<file path="src/design/mera_pkg.sv">
package mera_pkg;

  localparam int unsigned BaseW = 22;

  localparam logic [7:0] RELOC_WORD32 = 8'd2;
  localparam logic [7:0] RELOC_JUMP26 = 8'd4;
  localparam logic [7:0] RELOC_HI16   = 8'd5;
  localparam logic [7:0] RELOC_LO16   = 8'd6;

  localparam logic [31:0] Mask26   = 32'h03ff_ffff;
  localparam logic [31:0] MaskOp   = 32'hfc00_0000;
  localparam logic [BaseW-1:0] BaseReset = 22'h02_3f00;

  typedef enum logic {
    KIND_PLAIN = 1'b0,
    KIND_LO16  = 1'b1
  } kind_e;

  typedef struct packed {
    kind_e       kind;
    logic [31:0] addr;
    logic [31:0] word;
    logic [31:0] hi_addr;
    logic [31:0] hi_word;
  } entry_t;

  function automatic logic [BaseW-1:0] eff_base(input logic [20:0] raw);
    logic [BaseW-1:0] b;
    b = {1'b0, raw};
    if (raw[1:0] != 2'b00) begin
      b = {(b[BaseW-1:2] + (BaseW-2)'(1)), 2'b00};
    end
    return b;
  endfunction

endpackage

</file>
<file path="src/design/mera_front.sv">
module mera_front
  import mera_pkg::*;
(
  input  logic             clk_i,
  input  logic             rst_ni,
  input  logic [BaseW-1:0] base_i,
  input  logic             in_valid_i,
  output logic             in_ready_o,
  input  logic [31:0]      record_offset_i,
  input  logic [7:0]       reloc_type_i,
  input  logic [31:0]      current_word_i,
  input  logic             q_full_i,
  output logic             push_o,
  output entry_t           push_data_o
);

  logic [31:0] pend_off_q, pend_off_d;
  logic [31:0] pend_word_q, pend_word_d;
  logic [31:0] base32;
  logic [31:0] jump_low;

  assign in_ready_o = !q_full_i;
  assign push_o     = in_valid_i && !q_full_i;
  assign base32     = 32'(base_i);
  assign jump_low   = (current_word_i & Mask26) + (base32 >> 2);

  always_comb begin
    pend_off_d          = pend_off_q;
    pend_word_d         = pend_word_q;
    push_data_o.kind    = KIND_PLAIN;
    push_data_o.addr    = base32 + record_offset_i;
    push_data_o.word    = current_word_i;
    push_data_o.hi_addr = base32 + pend_off_q;
    push_data_o.hi_word = pend_word_q;
    unique case (reloc_type_i)
      RELOC_WORD32: push_data_o.word = current_word_i + base32;
      RELOC_JUMP26: push_data_o.word = (current_word_i & MaskOp) | jump_low;
      RELOC_HI16: begin
        if (push_o) begin
          pend_off_d  = record_offset_i;
          pend_word_d = current_word_i;
        end
      end
      RELOC_LO16: push_data_o.kind = KIND_LO16;
      default: ;
    endcase
  end

  always_ff @(posedge clk_i or negedge rst_ni) begin
    if (!rst_ni) begin
      pend_off_q  <= '0;
      pend_word_q <= '0;
    end else begin
      pend_off_q  <= pend_off_d;
      pend_word_q <= pend_word_d;
    end
  end

endmodule

</file>
<file path="src/design/mera_queue.sv">
module mera_queue
  import mera_pkg::*;
#(
  parameter int unsigned Depth = 2
) (
  input  logic   clk_i,
  input  logic   rst_ni,
  input  logic   push_i,
  input  entry_t push_data_i,
  output logic   full_o,
  input  logic   pop_i,
  output logic   head_valid_o,
  output entry_t head_data_o
);

  localparam int unsigned PtrW = (Depth > 1) ? $clog2(Depth) : 1;
  localparam int unsigned CntW = $clog2(Depth + 1);

  entry_t            mem_q [Depth];
  logic [PtrW-1:0]   wr_ptr_q, rd_ptr_q;
  logic [CntW-1:0]   count_q;

  function automatic logic [PtrW-1:0] next_ptr(input logic [PtrW-1:0] p);
    if (p == PtrW'(Depth - 1)) begin
      return '0;
    end
    return p + PtrW'(1);
  endfunction

  assign full_o       = (count_q == CntW'(Depth));
  assign head_valid_o = (count_q != '0);
  assign head_data_o  = mem_q[rd_ptr_q];

  always_ff @(posedge clk_i) begin
    if (push_i) begin
      mem_q[wr_ptr_q] <= push_data_i;
    end
  end

  always_ff @(posedge clk_i or negedge rst_ni) begin
    if (!rst_ni) begin
      wr_ptr_q <= '0;
      rd_ptr_q <= '0;
      count_q  <= '0;
    end else begin
      if (push_i) begin
        wr_ptr_q <= next_ptr(wr_ptr_q);
      end
      if (pop_i) begin
        rd_ptr_q <= next_ptr(rd_ptr_q);
      end
      if (push_i && !pop_i) begin
        count_q <= count_q + CntW'(1);
      end else if (pop_i && !push_i) begin
        count_q <= count_q - CntW'(1);
      end
    end
  end

endmodule

</file>
<file path="src/design/mera_back.sv">
module mera_back
  import mera_pkg::*;
(
  input  logic             clk_i,
  input  logic             rst_ni,
  input  logic [BaseW-1:0] base_i,
  input  logic             head_valid_i,
  input  entry_t           head_data_i,
  output logic             pop_o,
  output logic             phase_o,
  output logic             out_valid_o,
  input  logic             out_ready_i,
  output logic [31:0]      write_address_o,
  output logic [31:0]      write_word_o,
  output logic             last_write_o
);

  logic        out_valid_q;
  logic        phase_q;
  logic [31:0] addr_q, addr_d;
  logic [31:0] word_q, word_d;
  logic        last_q, last_d;
  logic        load;
  logic        hi_step;
  logic [31:0] lo_sext;
  logic [31:0] h;
  logic [15:0] hi_half;
  logic [15:0] lo_half;

  assign load    = head_valid_i && (!out_valid_q || out_ready_i);
  assign hi_step = (head_data_i.kind == KIND_LO16) && !phase_q;
  assign pop_o   = load && !hi_step;
  assign phase_o = phase_q;

  // carry-adjusted high half for the paired hi16 word
  assign lo_sext = {{16{head_data_i.word[15]}}, head_data_i.word[15:0]};
  assign h       = {head_data_i.hi_word[15:0], 16'h0000} + lo_sext + 32'(base_i);
  assign hi_half = h[31:16] + 16'(h[15]);
  assign lo_half = base_i[15:0] + head_data_i.word[15:0];

  always_comb begin
    if (hi_step) begin
      addr_d = head_data_i.hi_addr;
      word_d = {head_data_i.hi_word[31:16], hi_half};
      last_d = 1'b0;
    end else if (head_data_i.kind == KIND_LO16) begin
      addr_d = head_data_i.addr;
      word_d = {head_data_i.word[31:16], lo_half};
      last_d = 1'b1;
    end else begin
      addr_d = head_data_i.addr;
      word_d = head_data_i.word;
      last_d = 1'b1;
    end
  end

  always_ff @(posedge clk_i or negedge rst_ni) begin
    if (!rst_ni) begin
      out_valid_q <= 1'b0;
      phase_q     <= 1'b0;
    end else begin
      if (load) begin
        out_valid_q <= 1'b1;
        phase_q     <= hi_step;
      end else if (out_ready_i) begin
        out_valid_q <= 1'b0;
      end
    end
  end

  always_ff @(posedge clk_i) begin
    if (load) begin
      addr_q <= addr_d;
      word_q <= word_d;
      last_q <= last_d;
    end
  end

  assign out_valid_o     = out_valid_q;
  assign write_address_o = addr_q;
  assign write_word_o    = word_q;
  assign last_write_o    = last_q;

endmodule

</file>
<file path="src/design/mips_elf_relocation_applier.sv">
// Applies MIPS REL relocation records against the load base held in the one
// configuration register (rounded up to a multiple of four on write). An item
// is accepted every cycle while the record queue has room; records of the other
// types give one write each, a LO16 record gives two (the paired HI16 word,
// then its own word). Results leave through a registered output stage that
// loads from the head of the record queue.
module mips_elf_relocation_applier
  import mera_pkg::*;
#(
  parameter int unsigned QueueDepth = 2
) (
  input  logic        clk_i,
  input  logic        rst_ni,
  input  logic        cfg_we_i,
  input  logic [20:0] cfg_data_i,
  input  logic        in_valid_i,
  output logic        in_ready_o,
  input  logic [31:0] record_offset_i,
  input  logic [7:0]  reloc_type_i,
  input  logic [31:0] current_word_i,
  output logic        out_valid_o,
  input  logic        out_ready_i,
  output logic [31:0] write_address_o,
  output logic [31:0] write_word_o,
  output logic        last_write_o
);

  logic [BaseW-1:0] base_q;
  logic             push;
  entry_t           push_data;
  logic             q_full;
  logic             pop;
  logic             head_valid;
  entry_t           head_data;
  logic             phase;

  always_ff @(posedge clk_i or negedge rst_ni) begin
    if (!rst_ni) begin
      base_q <= BaseReset;
    end else if (cfg_we_i) begin
      base_q <= eff_base(cfg_data_i);
    end
  end

  mera_front u_front (
    .clk_i,
    .rst_ni,
    .base_i      (base_q),
    .in_valid_i,
    .in_ready_o,
    .record_offset_i,
    .reloc_type_i,
    .current_word_i,
    .q_full_i    (q_full),
    .push_o      (push),
    .push_data_o (push_data)
  );

  mera_queue #(
    .Depth (QueueDepth)
  ) u_queue (
    .clk_i,
    .rst_ni,
    .push_i       (push),
    .push_data_i  (push_data),
    .full_o       (q_full),
    .pop_i        (pop),
    .head_valid_o (head_valid),
    .head_data_o  (head_data)
  );

  mera_back u_back (
    .clk_i,
    .rst_ni,
    .base_i       (base_q),
    .head_valid_i (head_valid),
    .head_data_i  (head_data),
    .pop_o        (pop),
    .phase_o      (phase),
    .out_valid_o,
    .out_ready_i,
    .write_address_o,
    .write_word_o,
    .last_write_o
  );

  a_phase_on_lo16 : assert property (@(posedge clk_i) disable iff (!rst_ni)
    phase |-> (head_valid && head_data.kind == KIND_LO16))
    else $error("second step pending without lo16 record at queue head");

  a_hi_then_lo : assert property (@(posedge clk_i) disable iff (!rst_ni)
    (out_valid_o && out_ready_i && !last_write_o) |=> (out_valid_o && last_write_o))
    else $error("hi16 write not followed by lo16 write");

  a_pop_nonempty : assert property (@(posedge clk_i) disable iff (!rst_ni)
    pop |-> head_valid)
    else $error("queue popped while empty");

  a_push_room : assert property (@(posedge clk_i) disable iff (!rst_ni)
    push |-> (in_ready_o && !q_full))
    else $error("queue pushed while full");

endmodule

</file>
<file path="config.mk">
export PLATFORM = sky130hd
export DESIGN_NAME = mips_elf_relocation_applier
export DESIGN_NICKNAME = d
export VERILOG_FILES = /design/src/design/mera_pkg.sv /design/src/design/mera_front.sv /design/src/design/mera_queue.sv /design/src/design/mera_back.sv /design/src/design/mips_elf_relocation_applier.sv
export SDC_FILE = /design/constraint.sdc
export NUM_CORES = 1
export LEC_CHECK = 0
export BUFFER_PORTS_ARGS = -buffer_cell sky130_fd_sc_hd__buf_4
export CORE_MARGIN = 4
export CORE_UTILIZATION = 35
export DETAILED_ROUTE_END_ITERATION = 7
export GPL_TIMING_DRIVEN = 0
export PLACE_DENSITY_LB_ADDON = 0.2
export SKIP_LAST_GASP = 1
export SLEW_MARGIN = 20
export SYNTH_ARGS = -nofsm -noshare
export SYNTH_HDL_FRONTEND = slang
export SYNTH_HIERARCHICAL = 1
export SYNTH_SLANG_ARGS = --single-unit
</file>
<file path="constraint.sdc">
create_clock -name clk_i -period 7.6 [get_ports clk_i]
set_input_delay 1.14 -clock clk_i [delete_from_list [all_inputs] [get_ports clk_i]]
set_output_delay 1.14 -clock clk_i [all_outputs]
set_load 0.005 [all_outputs]
</file>
==> insert_results.sql <==
INSERT INTO impl_metrics (metric_group, metric, value, unit) VALUES
('die', 'number_of_standard_cell_rows_in_the_floorplan', '95', ''),
('cells_and_area', 'antenna-diode-count', '0', ''),
('placement', 'hpwlAfterDp', '52690', 'um'),
('clock_tree', 'cts.clk_slew.worst_paths', '0.06', 'ns'),
('global_route', 'overflow', '0', ''),
('synth', 'synthesis.area_per_instance', '10.98', 'um^2'),
('synth', 'post_synth_main_area_contributors', 'sky130_fd_sc_hd__edfxtp_1 40%, sky130_fd_sc_hd__dfrtp_1 8.9%, sky130_fd_sc_hd__ha_1 7.6%', ''),
('worst_hold_path', 'worstHoldPathType', 'flop to flop', ''),
('power_and_ir_drop', 'pwr_density_cell', '390.2', 'nW/um^2'),
('cells_and_area', 'ratio_of_cells_with_drive_above_1_in_the_final_layout', '17.81', '%'),
('clock_tree', 'clock_tree_from_tritoncts', 'built', ''),
('job', 'max_cap_violations', '0', ''),
('clock_tree', 'post_cts_buffers', '0', ''),
('die', 'io_pins', '165', ''),
('routing', 'routed_wire_length_per_instance', '20.89', 'um'),
('sta', 'totalNegativeSetupSlack', '0', 'ns'),
('routing', 'drc_errors', '0', ''),
('placement', 'place_inst', '3229', ''),
('synth', 'synth-simple-area-share', '14.05', '%'),
('placement', 'gpl_wtd_cong', '0.8985', ''),
('global_route', 'first_global_vias', '17680', ''),
('die', 'width_of_the_chip', '269.6', 'um'),
('worst_setup_path', 'r2r_setup_slack', '1.59', 'ns'),
('worst_setup_path', 'setup.worst_path.end', 'u_back/write_word_o[15]$_DFFE_PP_', ''),
('clock_tree', 'cts_hold_buffers', '0', ''),
('cells_and_area', 'num-nets-final', '2672', ''),
('global_route', 'grt.total_usage', '18.57', '%'),
('worst_setup_path', 'setup.worst_path.start_class', 'flop', ''),
('global_route', 'first_pass_grt_wire_length', '105200', 'um'),
('synth', 'synthDominantAreaCellType', 'sky130_fd_sc_hd__edfxtp_1', ''),
('synth', 'synthesis.yosys.warnings', '6', ''),
('cells_and_area', 'stdcell_area', '28060', 'um^2'),
('sta', 'finClkSkew', '0.02010', 'ns'),
('clock_tree', 'cts_resized', '0', ''),
('routing', 'detailedRoute.firstIterationViolations', '1379', ''),
('worst_setup_path', 'timing.critical_path.slowest_cell_delay', '0.54', 'ns'),
('synth', 'synth.net_count', '2448', ''),
('status', 'status', 'complete, no violations', ''),
('worst_setup_path', 'timing.critical_path.to_type', 'flop', ''),
('clock_tree', 'clock_latency', '0.58', 'ns'),
('synth', 'postSynthCellCount', '2181', ''),
('placement', 'dp_slack', '1.740', 'ns'),
('die', 'coreArea', '67510', 'um^2'),
('synth', 'ys_seq_elements', '415', ''),
('die', 'dieArea', '72700', 'um^2'),
('sta', 'max_clock_freq', '166.5', 'MHz'),
('sta', 'worstMarginPinSlew', '1.135', 'ns'),
('clock_tree', 'cts-root-to-sink-buffers', '3', ''),
('routing', 'postRouteAntennaNets', '0', ''),
('routing', 'routed_via_density', '5.268', ''),
('synth', 'synth_top_area_share', '40.49', '%'),
('worst_setup_path', 'critical_path.max_fanout', '17', ''),
('die', 'start_util', '35.48', '%'),
('worst_setup_path', 'top_family_by_delay_on_critical_path', 'simple AND/OR/NAND/NOR gates', ''),
('worst_setup_path', 'path_cells', 'buf_4 -> buf_6 -> mux2_2 -> inv_1 -> fa_1 -> inv_1 -> ha_1 -> and2_1 -> nor2b_1 -> a31o_2 -> nor3_1 -> mux2_2 -> nor4_1 -> and4b_1 -> nand4_4 -> mux2i_4 -> xnor2_1 -> o311ai_1', ''),
('synth', 'yosys.area_share.xor_xnor', '5.630', '%'),
('placement', 'placed_cell_area', '26560', 'um^2'),
('worst_setup_path', 'critical-path-slowest-cell', 'sky130_fd_sc_hd__fa_1', ''),
('synth', 'largest_family_of_logic_cells_by_synthesized_area', 'simple AND/OR/NAND/NOR gates', ''),
('die', 'fp.dieH', '269.6', 'um'),
('routing', 'finalWirelength', '69250', 'um'),
('synth', 'most_used_dff_post_synth', 'sky130_fd_sc_hd__edfxtp_1', ''),
('cells_and_area', 'n_fill_cell', '6516', ''),
('placement', 'place.port_buffers', '164', ''),
('worst_setup_path', 'required_time_of_the_worst_setup_path', '7.90', 'ns'),
('synth', 'postSynth.asyncResetShare', '22.17', '%'),
('worst_setup_path', 'setup.worst_path.class', 'flop to flop', ''),
('power_and_ir_drop', 'static-leakage-power', '0.01159', 'uW'),
('sta', 'final_critical_path_required_period', '6.006', 'ns'),
('routing', 'dr.pass1.iters', '5', ''),
('global_route', 'antenna_found_initial', '1', '');
-- report_power, final --
part | switching, uW | internal (uW) | total, uW
logic | 3160 | 2170 | 5320
clock network | 914 | 1290 | 2200
registers | 192 | 3230 | 3430
total | 4260 | 6690 | 10900
-- metal layers --
metal,up-vias,GRT usage [%],wire length (um)
li1,8371,-,-
met1,8576,24.50,30210
met2,419,32.34,33990
met3,95,2.427,3391
met4,2,4.854,1646
met5,-,0,13
-- cells by family after synthesis --
logic type / count (synthesis)
AOI/OAI and AO/OA: 412
xor gates and xnor gates: 154
adders and majority gates: 169
buffers and inverters: 143
DFF: 415
muxes: 139
and+or+nand+nor: 749
-- final cells by class --
class                      instances  area [um^2]  area share, %
buffer                            66        331.6          1.182
sequential                       415        12010          42.80
tap                              873         1092          3.893
inverter                          77        291.5          1.039
clock inverter                    23        178.9         0.6376
multi-input combinational       1623        11340          40.42
timing repair buffer             175         1495          5.328
clock buffer                      63         1318          4.695
-- worst register-to-register path, delay by kind of cell (launching register included) --
| family | cells | cell delay [ns] |
|---|---|---|
| compound gates | 2 | 0.77 |
| flops | 1 | 0.38 |
| xor+xnor | 1 | 0.14 |
| buf+inv | 4 | 0.83 |
| simple gates | 6 | 1.55 |
| mux | 3 | 1.11 |
| fa+ha+maj | 2 | 0.93 |
-- state kept, by name, summed over array words and instances (netlist names) --
register / count
u_back/write_word_o: 32
u_back/write_address_o: 32
u_back/phase_o: 1
u_queue/mem_q: 258
u_queue/rd_ptr_q: 1
u_queue/wr_ptr_q: 1
base_q: 22
u_queue/count_q: 2
u_front/pend_word_q: 32
u_front/pend_off_q: 32
u_back/last_write_o: 1
u_back/out_valid_o: 1
-- per-stage QoR --
stage | hold slack [ns] | power (uW)
after detailed placement | 0.4536 | 8787
final | 0.4661 | 10950
after CTS | 0.4676 | 11050
after global placement | 0.4465 | 8705
after floorplan | 0.4419 | 7013
after global routing | 0.4808 | 11730
-- cell usage in the layout (no fill, tap or decap), types with 8 or more instances in the layout --
master                      count
sky130_fd_sc_hd__dfrtp_1       85
sky130_fd_sc_hd__a21oi_1      104
sky130_fd_sc_hd__a211oi_1      14
sky130_fd_sc_hd__fa_1          24
sky130_fd_sc_hd__a31oi_1       25
sky130_fd_sc_hd__o211ai_1      13
sky130_fd_sc_hd__inv_1         74
sky130_fd_sc_hd__clkbuf_1      54
sky130_fd_sc_hd__xnor2_1       91
sky130_fd_sc_hd__o21ai_1       17
sky130_fd_sc_hd__nor2_1        90
sky130_fd_sc_hd__xor2_1        63
sky130_fd_sc_hd__o31ai_1        8
sky130_fd_sc_hd__clkinv_2      11
sky130_fd_sc_hd__o21a_1         9
sky130_fd_sc_hd__and2_1         9
sky130_fd_sc_hd__nor4_1        14
sky130_fd_sc_hd__nand2_1      449
sky130_fd_sc_hd__nand2b_1      22
sky130_fd_sc_hd__and3_1        22
sky130_fd_sc_hd__a22oi_1       11
sky130_fd_sc_hd__edfxtp_1     323
sky130_fd_sc_hd__nor2b_1       22
sky130_fd_sc_hd__o221ai_1       9
sky130_fd_sc_hd__o21bai_1      14
sky130_fd_sc_hd__mux2_2       131
sky130_fd_sc_hd__o21ai_0       73
sky130_fd_sc_hd__ha_1         145
sky130_fd_sc_hd__a21o_1        48
sky130_fd_sc_hd__nor3_1        25
sky130_fd_sc_hd__nand3_1       34
sky130_fd_sc_hd__buf_6         11
sky130_fd_sc_hd__clkinv_1       9
sky130_fd_sc_hd__nand4_1       16
sky130_fd_sc_hd__buf_4        165
sky130_fd_sc_hd__clkbuf_16     48
-- worst min-delay path by stage --
stage | slack (ns) | end | start
floorplan | 0.44 | u_queue/mem_q[0][0]$_DFFE_PP_ | u_front/pend_word_q[0]$_DFFE_PN0P_
global placement | 0.45 | u_queue/mem_q[0][16]$_DFFE_PP_ | u_front/pend_word_q[16]$_DFFE_PN0P_
detailed placement | 0.45 | u_queue/mem_q[0][31]$_DFFE_PP_ | u_front/pend_word_q[31]$_DFFE_PN0P_
CTS | 0.47 | u_queue/mem_q[0][31]$_DFFE_PP_ | u_front/pend_word_q[31]$_DFFE_PN0P_
global route | 0.48 | u_queue/mem_q[0][31]$_DFFE_PP_ | u_front/pend_word_q[31]$_DFFE_PN0P_
finish | 0.47 | u_queue/mem_q[0][31]$_DFFE_PP_ | u_front/pend_word_q[31]$_DFFE_PN0P_
(Power assumes the default switching activity.)
